==> config.mk <==
export PLATFORM = sky130hd
export DESIGN_NAME = frame_chunk_reassembler_top
export DESIGN_NICKNAME = d
export VERILOG_FILES = /design/src/rtl/core/fcr_pkg.sv /design/src/rtl/core/fcr_map.sv /design/src/rtl/core/frame_chunk_reassembler_top.sv
export SDC_FILE = /design/constraint.sdc
export NUM_CORES = 2
export LEC_CHECK = 0
export BUFFER_PORTS_ARGS = -buffer_cell sky130_fd_sc_hd__clkbuf_2
export CAP_MARGIN = 20
export CORE_MARGIN = 4
export CORE_UTILIZATION = 60
export CTS_BUF_LIST = sky130_fd_sc_hd__clkbuf_8
export DETAILED_ROUTE_END_ITERATION = 8
export PLACE_DENSITY = 0.78
export SYNTH_ARGS = -nofsm -noshare
export SYNTH_HDL_FRONTEND = slang
export SYNTH_SLANG_ARGS = --single-unit
==> constraint.sdc <==
create_clock -name clk -period 45.1 [get_ports clk]
set_input_delay 9.02 -clock clk [delete_from_list [all_inputs] [get_ports clk]]
set_output_delay 9.02 -clock clk [all_outputs]
set_load 0.01 [all_outputs]
==> src/rtl/core/fcr_pkg.sv <==
// Package for the frame chunk reassembler.
// Holds the limits, the chunk status codes and the map request type.
// Used by fcr_map and frame_chunk_reassembler_top.
package fcr_pkg;

	localparam int MAP_DEPTH = 1024;
	localparam int MAP_AW    = $clog2(MAP_DEPTH);

	localparam logic [15:0] MAX_CHUNKS  = 16'd1024;
	localparam logic [15:0] MAX_PAYLOAD = 16'd2048;
	localparam logic [11:0] MAX_DIM     = 12'd2048;

	typedef enum logic [2:0] {
		ST_OK    = 3'd0,
		ST_TYPE  = 3'd1,
		ST_SIZE  = 3'd2,
		ST_LIMIT = 3'd3,
		ST_INDEX = 3'd4,
		ST_DUP   = 3'd5
	} status_t;

	// Update of the received map issued when a first beat leaves stage 1.
	typedef struct packed {
		logic              valid;
		logic              clear;
		logic              set;
		logic [MAP_AW-1:0] idx;
	} map_req_t;

endpackage

==> src/rtl/core/fcr_map.sv <==
// Received-chunk map: one bit per chunk index in a synchronous memory.
// A clear request sweeps the whole memory, one entry a cycle, and leaves the
// requested entry set if the request also sets it. Depends on fcr_pkg.
module fcr_map (
	input  logic                    clk,
	input  logic                    arst_n,
	input  logic                    rd_en,
	input  logic [fcr_pkg::MAP_AW-1:0] rd_idx,
	output logic                    rd_bit,
	input  fcr_pkg::map_req_t       req,
	output logic                    busy
);
	import fcr_pkg::*;

	logic              mem [MAP_DEPTH];
	logic              sweep_q;
	logic [MAP_AW-1:0] sweep_cnt_q;
	logic              keep_set_q;
	logic [MAP_AW-1:0] keep_idx_q;

	assign busy = sweep_q;

	always_ff @(posedge clk or negedge arst_n) begin
		if (!arst_n) begin
			sweep_q     <= 1'b0;
			sweep_cnt_q <= '0;
		end else if (sweep_q) begin
			sweep_cnt_q <= sweep_cnt_q + 1'b1;
			if (sweep_cnt_q == MAP_AW'(MAP_DEPTH - 1)) begin
				sweep_q <= 1'b0;
			end
		end else if (req.valid && req.clear) begin
			sweep_q     <= 1'b1;
			sweep_cnt_q <= '0;
		end
	end

	always_ff @(posedge clk) begin
		if (req.valid && req.clear) begin
			keep_set_q <= req.set;
			keep_idx_q <= req.idx;
		end
	end

	// The sweep writes every entry; the chunk that caused the clear gets its bit only if its request set it.
	always_ff @(posedge clk) begin
		if (sweep_q) begin
			mem[sweep_cnt_q] <= keep_set_q && (sweep_cnt_q == keep_idx_q);
		end else if (req.valid && !req.clear && req.set) begin
			mem[req.idx] <= 1'b1;
		end
	end

	always_ff @(posedge clk) begin
		if (rd_en) begin
			rd_bit <= mem[rd_idx];
		end
	end

	a_no_req_in_sweep: assert property (@(posedge clk) disable iff (!arst_n)
		busy |-> !req.valid)
		else $error("map update issued during clearing sweep");

	a_no_read_in_sweep: assert property (@(posedge clk) disable iff (!arst_n)
		busy |-> !rd_en)
		else $error("map read issued during clearing sweep");

	a_clear_starts_sweep: assert property (@(posedge clk) disable iff (!arst_n)
		(req.valid && req.clear && !busy) |=> busy)
		else $error("clear request did not start a sweep");

endmodule

==> src/rtl/core/frame_chunk_reassembler_top.sv <==
// Top level of the frame chunk reassembler.
// Checks chunk headers, keeps the received map and the frame counters, and
// turns payload beats into frame-memory writes. Depends on fcr_pkg, fcr_map.
//
// Usage:
// The slave stream takes one payload byte per beat together with its chunk
// header; s_tlast marks the final beat of a chunk. The master stream gives one
// result beat per input beat, in order; m_tlast marks the chunk's last result,
// which carries the status and the counters. The config channel writes the
// chunk type code and is always ready; write it only while the block is idle.
// An accepted input beat passes the stage 1 register and the output register
// to its result beat. Throughput is one beat per cycle unless a map sweep or
// the receiver holds it. A first beat with good type and size that starts a
// new frame or changes the frame geometry clears the received map with a sweep
// of every entry; s_tready is low as that beat leaves stage 1 and in the sweep.
// A first beat reads the map as it is accepted into stage 1, before it is judged;
// a write from the beat just ahead to the same entry is forwarded.
// Reset clears all counters, the held frame state and the pipeline; the map
// needs no clearing after reset because the first chunk that passes the type
// and size checks always clears it. When the receiver stalls, the output register
// holds its beat and s_tready drops once stage 1 is also full.
module frame_chunk_reassembler_top (
	input  logic         clk,
	input  logic         arst_n,
	input  logic         s_tvalid,
	output logic         s_tready,
	// frame_number, pic_width, pic_height, chunk_total, chunk_number,
	// byte_offset, declared_size, payload_length, byte_pos, data_byte
	input  logic [167:0] s_tdata,
	// msg_kind
	input  logic [7:0]   s_tuser,
	input  logic         s_tlast,
	output logic         m_tvalid,
	input  logic         m_tready,
	// write_address, write_data, chunk_status, frame_complete,
	// completed_frame, chunks_so_far, all_chunks_count, all_frames_count
	output logic [143:0] m_tdata,
	// write_enable
	output logic         m_tuser,
	output logic         m_tlast,
	input  logic         cfg_valid,
	output logic         cfg_ready,
	input  logic [7:0]   cfg_data
);
	import fcr_pkg::*;

	// Input field unpacking.
	logic [31:0] in_fid;
	logic [11:0] in_w, in_h;
	logic [15:0] in_total, in_idx, in_dsize, in_plen;
	logic [23:0] in_offset;
	logic [10:0] in_pos;
	logic [7:0]  in_data;
	logic [23:0] in_pix;

	assign in_fid    = s_tdata[31:0];
	assign in_w      = s_tdata[43:32];
	assign in_h      = s_tdata[55:44];
	assign in_total  = s_tdata[71:56];
	assign in_idx    = s_tdata[87:72];
	assign in_offset = s_tdata[111:88];
	assign in_dsize  = s_tdata[127:112];
	assign in_plen   = s_tdata[143:128];
	assign in_pos    = s_tdata[154:144];
	assign in_data   = s_tdata[162:155];
	assign in_pix    = in_w * in_h;

	// Stage 1 registers.
	logic        s1_valid_q;
	logic [7:0]  kind_s1;
	logic [31:0] fid_s1;
	logic [11:0] w_s1, h_s1;
	logic [15:0] total_s1, idx_s1, dsize_s1, plen_s1;
	logic [10:0] pos_s1;
	logic [7:0]  data_s1;
	logic        last_s1;
	logic [24:0] addr_s1;
	logic [25:0] pix3_s1;
	logic        hit_s1;

	// Held state.
	logic [7:0]  cfg_type_q;
	logic [31:0] cur_id_q;
	logic [11:0] wh_q, hh_q;
	logic [15:0] th_q;
	logic        ready_q;
	status_t     verdict_q;
	logic [10:0] count_q;
	logic [25:0] limit_q;
	logic [31:0] chunk_cnt_q, frame_cnt_q;

	// Output register.
	logic         out_valid_q;
	logic [143:0] out_data_q;
	logic         out_we_q;
	logic         out_last_q;

	// Stage 1 evaluation.
	logic        first, type_bad, size_bad, pass_hdr, fid_new, dim_chg, lim_bad;
	logic        clear_need, seen, idx_bad, take, frame_done, we;
	logic [31:0] id_n, chunk_cnt_n, frame_cnt_n;
	logic [11:0] wh_n, hh_n;
	logic [15:0] th_n;
	logic        ready_n;
	logic [25:0] limit_n;
	logic [10:0] count_base, count_n;
	status_t     verdict_n;

	logic        map_bit, map_busy;
	map_req_t    map_req;
	logic        s1_adv, in_acc;

	assign s1_adv   = s1_valid_q && (!out_valid_q || m_tready);
	assign s_tready = !map_busy && (!s1_valid_q || (s1_adv && !clear_need));
	assign in_acc   = s_tvalid && s_tready;
	assign cfg_ready = 1'b1;

	always_comb begin
		first    = (pos_s1 == 11'd0);
		type_bad = (kind_s1 != cfg_type_q);
		size_bad = (dsize_s1 > MAX_PAYLOAD) || (plen_s1 != dsize_s1);
		pass_hdr = first && !type_bad && !size_bad;
		fid_new  = (fid_s1 != cur_id_q);
		dim_chg  = !ready_q || (w_s1 != wh_q) || (h_s1 != hh_q) || (total_s1 != th_q);
		lim_bad  = (w_s1 > MAX_DIM) || (h_s1 > MAX_DIM) || (total_s1 > MAX_CHUNKS);
		clear_need = pass_hdr && (fid_new || dim_chg);

		id_n    = pass_hdr ? fid_s1 : cur_id_q;
		wh_n    = (pass_hdr && dim_chg) ? w_s1 : wh_q;
		hh_n    = (pass_hdr && dim_chg) ? h_s1 : hh_q;
		th_n    = (pass_hdr && dim_chg) ? total_s1 : th_q;
		ready_n = (pass_hdr && dim_chg) ? !lim_bad : ready_q;
		limit_n = (pass_hdr && dim_chg) ? pix3_s1 : limit_q;

		count_base = clear_need ? 11'd0 : count_q;
		seen       = !clear_need && (map_bit || hit_s1);
		idx_bad    = (idx_s1 >= th_n);

		if (!first) begin
			verdict_n = verdict_q;
		end else if (type_bad) begin
			verdict_n = ST_TYPE;
		end else if (size_bad) begin
			verdict_n = ST_SIZE;
		end else if (dim_chg && lim_bad) begin
			verdict_n = ST_LIMIT;
		end else if (idx_bad) begin
			verdict_n = ST_INDEX;
		end else if (seen) begin
			verdict_n = ST_DUP;
		end else begin
			verdict_n = ST_OK;
		end

		take        = first && (verdict_n == ST_OK);
		count_n     = take ? count_base + 11'd1 : count_base;
		chunk_cnt_n = take ? chunk_cnt_q + 32'd1 : chunk_cnt_q;
		frame_done  = take && ({5'd0, count_n} == th_n);
		frame_cnt_n = frame_done ? frame_cnt_q + 32'd1 : frame_cnt_q;

		we = (verdict_n == ST_OK) && ready_n && ({5'd0, pos_s1} < dsize_s1)
			&& ({1'b0, addr_s1} < limit_n);
	end

	always_comb begin
		map_req.valid = s1_adv && first;
		map_req.clear = clear_need;
		map_req.set   = take;
		map_req.idx   = idx_s1[MAP_AW-1:0];
	end

	fcr_map u_map (
		.clk    (clk),
		.arst_n (arst_n),
		.rd_en  (in_acc),
		.rd_idx (in_idx[MAP_AW-1:0]),
		.rd_bit (map_bit),
		.req    (map_req),
		.busy   (map_busy)
	);

	// Stage 1 capture.
	always_ff @(posedge clk or negedge arst_n) begin
		if (!arst_n) begin
			s1_valid_q <= 1'b0;
		end else if (in_acc) begin
			s1_valid_q <= 1'b1;
		end else if (s1_adv) begin
			s1_valid_q <= 1'b0;
		end
	end

	always_ff @(posedge clk) begin
		if (in_acc) begin
			kind_s1  <= s_tuser;
			fid_s1   <= in_fid;
			w_s1     <= in_w;
			h_s1     <= in_h;
			total_s1 <= in_total;
			idx_s1   <= in_idx;
			dsize_s1 <= in_dsize;
			plen_s1  <= in_plen;
			pos_s1   <= in_pos;
			data_s1  <= in_data;
			last_s1  <= s_tlast;
			addr_s1  <= {1'b0, in_offset} + {14'd0, in_pos};
			pix3_s1  <= {2'b00, in_pix} + {1'b0, in_pix, 1'b0};
			// The map write of the beat leaving now lands after this read.
			hit_s1   <= s1_adv && take && (idx_s1[MAP_AW-1:0] == in_idx[MAP_AW-1:0]);
		end
	end

	// Held frame state and counters.
	always_ff @(posedge clk or negedge arst_n) begin
		if (!arst_n) begin
			cfg_type_q  <= '0;
			cur_id_q    <= '0;
			wh_q        <= '0;
			hh_q        <= '0;
			th_q        <= '0;
			ready_q     <= 1'b0;
			verdict_q   <= ST_OK;
			count_q     <= '0;
			limit_q     <= '0;
			chunk_cnt_q <= '0;
			frame_cnt_q <= '0;
		end else begin
			if (cfg_valid) begin
				cfg_type_q <= cfg_data;
			end
			if (s1_adv) begin
				cur_id_q    <= id_n;
				wh_q        <= wh_n;
				hh_q        <= hh_n;
				th_q        <= th_n;
				ready_q     <= ready_n;
				verdict_q   <= verdict_n;
				count_q     <= count_n;
				limit_q     <= limit_n;
				chunk_cnt_q <= chunk_cnt_n;
				frame_cnt_q <= frame_cnt_n;
			end
		end
	end

	// Output register.
	always_ff @(posedge clk or negedge arst_n) begin
		if (!arst_n) begin
			out_valid_q <= 1'b0;
		end else if (s1_adv) begin
			out_valid_q <= 1'b1;
		end else if (m_tready) begin
			out_valid_q <= 1'b0;
		end
	end

	always_ff @(posedge clk) begin
		if (s1_adv) begin
			out_we_q   <= we;
			out_last_q <= last_s1;
			out_data_q[23:0]  <= we ? addr_s1[23:0] : 24'd0;
			out_data_q[31:24] <= we ? data_s1 : 8'd0;
			if (last_s1) begin
				out_data_q[34:32]   <= verdict_n;
				out_data_q[35]      <= (verdict_n == ST_OK) && ({5'd0, count_n} == th_n);
				out_data_q[67:36]   <= id_n;
				out_data_q[78:68]   <= count_n;
				out_data_q[110:79]  <= chunk_cnt_n;
				out_data_q[142:111] <= frame_cnt_n;
			end else begin
				out_data_q[142:32] <= '0;
			end
			out_data_q[143] <= 1'b0;
		end
	end

	assign m_tvalid = out_valid_q;
	assign m_tdata  = out_data_q;
	assign m_tuser  = out_we_q;
	assign m_tlast  = out_last_q;

endmodule

Yosys cells after proc, flatten, opt, wreduce, memory -nomap -nowiden
Memories as Yosys holds them, arrays and structs flattened. A register that Yosys moved wholly into a read port is not among the register bits.
Index checks and enable logic that the tools add are counted.
- reductions and logical operators: 48
- equality and inequality tests: 10
- multipliers: 1
- order comparisons: 7
- mux-type cells: 31
- add/subtract/negate cells: 6
- operator list (operator ; count):
    two-way mux 32 bit ; 3
    adder 32 x 1 -> 32 bit, second input constant ; 2
    != test 16 bit ; 2
    != test 32 bit ; 1
    two-way mux 10 bit ; 3
    adder 24 x 25 -> 26 bit ; 1
    less-than comparator 25 x 26 -> 1 bit ; 1
    two-way mux 26 bit ; 1
    adder 24 x 11 -> 25 bit ; 1
    greater-than comparator 12 bit, second input constant ; 2
    multiplier 12 x 12 -> 24 bit ; 1
    != test 12 bit ; 2
    logical AND 1 bit ; 23
    two-way mux 11 bit ; 2
    == test 10 bit ; 2
    two-way mux 3 bit ; 6
    == test 11 x 16 -> 1 bit ; 1
    >= comparator 16 bit ; 1
    greater-than comparator 16 x 11 -> 1 bit, second input constant ; 1
    greater-than comparator 16 x 12 -> 1 bit, second input constant ; 1
    less-than comparator 11 x 16 -> 1 bit ; 1
    two-way mux 16 bit ; 1
    two-way mux 1 bit ; 15
    adder 11 x 1 -> 11 bit, second input constant ; 1
    other kinds (10) ; 28
- register bits: 554
- memories kept: 1
- output and inout bits: 149
- memory bits (writable): 1024
- memory list (name ; words ; width ; rd ports ; clocked after memory_dff ; wr ports ; line ; source):
    u_map.mem ; 1024 ; 1 ; 1 ; 1 ; 1 ; fcr_map.sv:15 ; logic mem [MAP_DEPTH];

Depth between registers and ports, before layout
- depth after elaboration: 22
- gate-level depth with buffers: 34
- gate-level depth less buffers: 33

By module
Synthesis repeated with hierarchy kept, for this count alone.
- cell total of the unflattened synthesis: 5846
- area, all modules: 75880.3 um2
- by module, submodules not included (module ; area an instance (um2) ; cells each ; seq. area each (um2) ; times used):
    fcr_map ; 45717.6 ; 3218 ; 31385.1 ; 1
    frame_chunk_reassembler_top ; 30162.7 ; 2628 ; 15039.4 ; 1

Worst setup path after synthesis
OpenSTA, ideal clock, no wires.
- kind: reg2reg
- start: reg u_map.sweep_cnt_q[0]
- end: mem u_map.mem[0] (data pin)
- buffers on the path: 1
- setup slack: 12.689 ns
- required time: 39.706 ns
- arrival time: 27.017 ns
- clock period less this slack: 32.411 ns
- stages on the path, launching flop included: 6
- setup time: 5.394 ns
- cells stage by stage: dfrtp_1 -> clkbuf_1 -> xor2_1 -> nor4_1 -> nand4_1 -> o21bai_1
- longest elaborated chain between the ends: 3
- RTL lines (element ; line ; source):
    from (decl) ; fcr_map.sv:17 ; logic [MAP_AW-1:0] sweep_cnt_q;
    from (signal assigned) ; fcr_map.sv:28 ; sweep_cnt_q <= sweep_cnt_q + 1'b1;
    == test 10 bit ; fcr_map.sv:48 ; mem[sweep_cnt_q] <= keep_set_q && (sweep_cnt_q == keep_idx_q);
    logical AND 1 bit ; fcr_map.sv:48 ;
    two-way mux 1 bit (no line) ; -- ;
    to (decl) ; fcr_map.sv:15 ;
No other way between the ends.

Final worst setup path
- start: in m_tready
- end: out s_tready
- longest elaborated chain between the ends: 5
- RTL lines (element ; line ; source):
    from (decl) ; frame_chunk_reassembler_top.sv:34 ; input logic m_tready,
    logical OR 1 bit ; frame_chunk_reassembler_top.sv:113 ; assign s1_adv = s1_valid_q && (!out_valid_q || m_tready);
    logical AND 1 bit ; frame_chunk_reassembler_top.sv:113 ;
    logical AND 1 bit ; frame_chunk_reassembler_top.sv:114 ; assign s_tready = !map_busy && (!s1_valid_q || (s1_adv && !clear_need));
    logical OR 1 bit ; frame_chunk_reassembler_top.sv:114 ;
    logical AND 1 bit ; frame_chunk_reassembler_top.sv:114 ;
    to (decl) ; frame_chunk_reassembler_top.sv:26 ; output logic s_tready,
No other way between the ends.

==> impl_metrics.env <==
export IMPL_fin_tns_setup_ns=0
export IMPL_p_leak_nw=31.3
export IMPL_hold_path_class="register to register"
export IMPL_fmax_mhz=50.1
export IMPL_grt_setup_unrepaired="false"
export IMPL_async_reset_ff_frac=0.125
export IMPL_dpl_hpwl_mm=107
export IMPL_critPathCaptureType="output port"
export IMPL_min_period_ns=19.96
export IMPL_syn_nets=5953
export IMPL_finalNonFillerCells=7626
export IMPL_p_per_area_nw_per_um2=47.2
export IMPL_final_cell_area_um2=83500
export IMPL_initial_utilization=0.607
export IMPL_synth_area_leaders="edfxtp_1, mux4_2, dfrtp_1"
export IMPL_synth_distinct_cells=79
export IMPL_p_int_mw=2.73
export IMPL_fin_skew_ns=0.0893
export IMPL_hold_violations=0
export IMPL_drc_errors=0
export IMPL_muxShareOfSynthArea=0.125
export IMPL_clockRootBuffer="clkbuf_8"
export IMPL_synth_edf_count=1381
export IMPL_syn_area_per_cell_um2=13.7
export IMPL_slew_headroom=0.138
export IMPL_synth_yosys_warnings=0
export IMPL_ctsResizeCount=0
export IMPL_vias=46767
export IMPL_power_frac_clock=0.283
export IMPL_post_synth_top_area_cell="edfxtp_1"
export IMPL_crit_buf_inv=4
export IMPL_die_y_um=363
export IMPL_drt_iter0_drc=5547
export IMPL_drv_cap=0
export IMPL_hold_buffers=0
export IMPL_drtPass1Iterations=8
export IMPL_clk_latency_ns=0.97
export IMPL_synth_area_um2=75500
export IMPL_setup_violations=0
export IMPL_switching_share=0.306
export IMPL_synth_common_cells="edfxtp_1, nor2_1, nand2_1"
export IMPL_critical_path_startpoint_type="input port"
export IMPL_htreeDepth=4
export IMPL_max_vdd_ir_drop_uv=133
export IMPL_antenna_left=0
export IMPL_overflow=0
export IMPL_seqPwrFrac=0.440
export IMPL_cts_setup_buffers=0
export IMPL_cp_slowest_cell="nand2_1"
export IMPL_synth_seq_area_share=0.615
export IMPL_antenna_found_initial=19
export IMPL_synthAdderAreaFrac=0.0519
export IMPL_route_detailed_wl_per_inst_um=23.6
export IMPL_place_inst=7156
export IMPL_cts_path_max_buffers=3
export IMPL_synth_most_common_cell="edfxtp_1"
export IMPL_worst_pin_slew_ns=1.29
export IMPL_clock_sinks=1579
export IMPL_grt_start_max_net_pins=337
export IMPL_critPathRequiredTime_ns=36.08
export IMPL_path_cells="clkbuf_2 -> nand2b_1 -> nand2_1 -> buf_4 -> inv_6 -> nand2_1 -> a21oi_1 -> clkbuf_2"
export IMPL_die_x_um=363
export IMPL_num_nets_final=6221
export IMPL_drive_gt1_frac=0.209
export IMPL_status="completed"
export IMPL_track_usage=0.275
export IMPL_power_frac_comb=0.277
export IMPL_io_pins=339
export IMPL_viasPerCell=6.13
export IMPL_dp_slack_ns=25.16
export IMPL_path_delay_family="buffers and inverters"
export IMPL_placementRows=129
export IMPL_fin_ws_ns=25.14
export IMPL_cts_buffers=241
export IMPL_place_gp_congestion=0.845
export IMPL_power_net_switching_mw=1.21
export IMPL_placed_cell_area_um2=78500
export IMPL_grt_pass1_wl_mm=275
export IMPL_max_stage_delay_ns=0.49
export IMPL_synth_top_family_by_area="multiplexers"
export IMPL_period_share=0.442
export IMPL_synthCells=5511
export IMPL_core_area_um2=124000
export IMPL_grt_pass1_vias=46997
export IMPL_synth_compound_area_share=0.0294
export IMPL_wirelength_mm=180
export IMPL_clk_pin_slew_ns=0.06
export IMPL_synth_top_flop_cell="edfxtp_1"
export IMPL_drv_slew=0
export IMPL_cp_arrival_ns=10.94
export IMPL_cts_tree="built"
export IMPL_port_buffers=331
export IMPL_syn_to_final_growth_pct=10.7
export IMPL_ys_ff_latch=1579
export IMPL_synthXorXnorAreaFrac=0.0333
export IMPL_die_area_um2=132000
export IMPL_path_class="input port to output port"
export IMPL_synth_top_area_share=0.549
export IMPL_crit_fanout=36
export IMPL_yosys_area_share_simple=0.116
==> layout by cell type, fill, tap and decap left out, types with 58 or more instances in the layout <==
cell type	instances
dfrtp_1	198
and2_1	120
clkbuf_2	326
buf_4	58
mux4_2	341
edfxtp_1	1381
nand3_1	68
xor2_1	76
ha_1	150
nor2_1	1123
fa_1	102
o21ai_0	78
mux2_2	112
xnor2_1	203
nand2_1	339
inv_1	276
clkbuf_8	262
==> metal layers <==
layer / track usage / share of wire / up-vias
met1: 0.370 / 0.37 / 23435
met5: 0 / 0.00032 / -
met2: 0.445 / 0.49 / 2437
met3: 0.0590 / 0.10 / 469
li1: - / - / 20418
met4: 0.107 / 0.038 / 8
==> cells by family (layout without fill, tap and decap cells) <==
logic type                 Yosys count  count (layout)
AOI/OAI and AO/OA                  324             324
xor gates and xnor gates           282             282
adders and majority gates          252             252
buffers and inverters              582            1047
DFF                               1579            1579
muxes                              503             503
other                                2              15
and+or+nand+nor                   1987            1987
==> per-stage QoR <==
stage                util  hold WS [ns]  power (mW)
detailed placement  0.632         0.481        2.85
global route        0.672         0.502        4.18
global placement    0.630         0.463        2.82
CTS                 0.668         0.475        3.95
floorplan               -         0.448        2.62
finish              0.672         0.477        3.94
==> flip-flops by register name, summed over array words and instances (netlist names), 25 cells and up <==
signal and flops:
u_map.mem 1024, limit_q 26, addr_s1 25, pix3_s1 26, frame_cnt_q 32, fid_s1 32, m_tdata 143, cur_id_q 32
chunk_cnt_q 32
==> area by class of cell <==
class                           count  area, um2
Clock inverter                    178        952
Multi-Input combinational cell   3350      27000
Inverter                          191        722
Fill cell                        8389      40800
Timing Repair Buffer              416       2770
Sequential cell                  1579      46400
Antenna cell                       13       32.5
Clock buffer                      262       3610
Tap cell                         1637       2050
==> final timing paths <==
check                           slack [ns]             end  cells past startpoint         from
worst max register to register       35.99  u_map.mem[307]                     22  dsize_s1[8]
max in group asynchronous            35.66      limit_q[5]                      2       arst_n
worst min register to register        0.48     limit_q[17]                      1  pix3_s1[17]
worst min-delay path                  0.48     limit_q[17]                      1  pix3_s1[17]
worst max-delay path                 25.14        s_tready                      8     m_tready
min in group asynchronous             8.03   cfg_type_q[2]                      1       arst_n
==> power groups by stage <==
stage	registers (mW)	logic [mW]	clock network, mW
floorplan	1.77	0.846	0
global placement	1.76	1.06	0
detailed placement	1.76	1.08	0
CTS	1.73	1.09	1.13
global route	1.74	1.23	1.21
finish	1.73	1.09	1.12
Note: power is estimated with default switching activity, not from simulation.
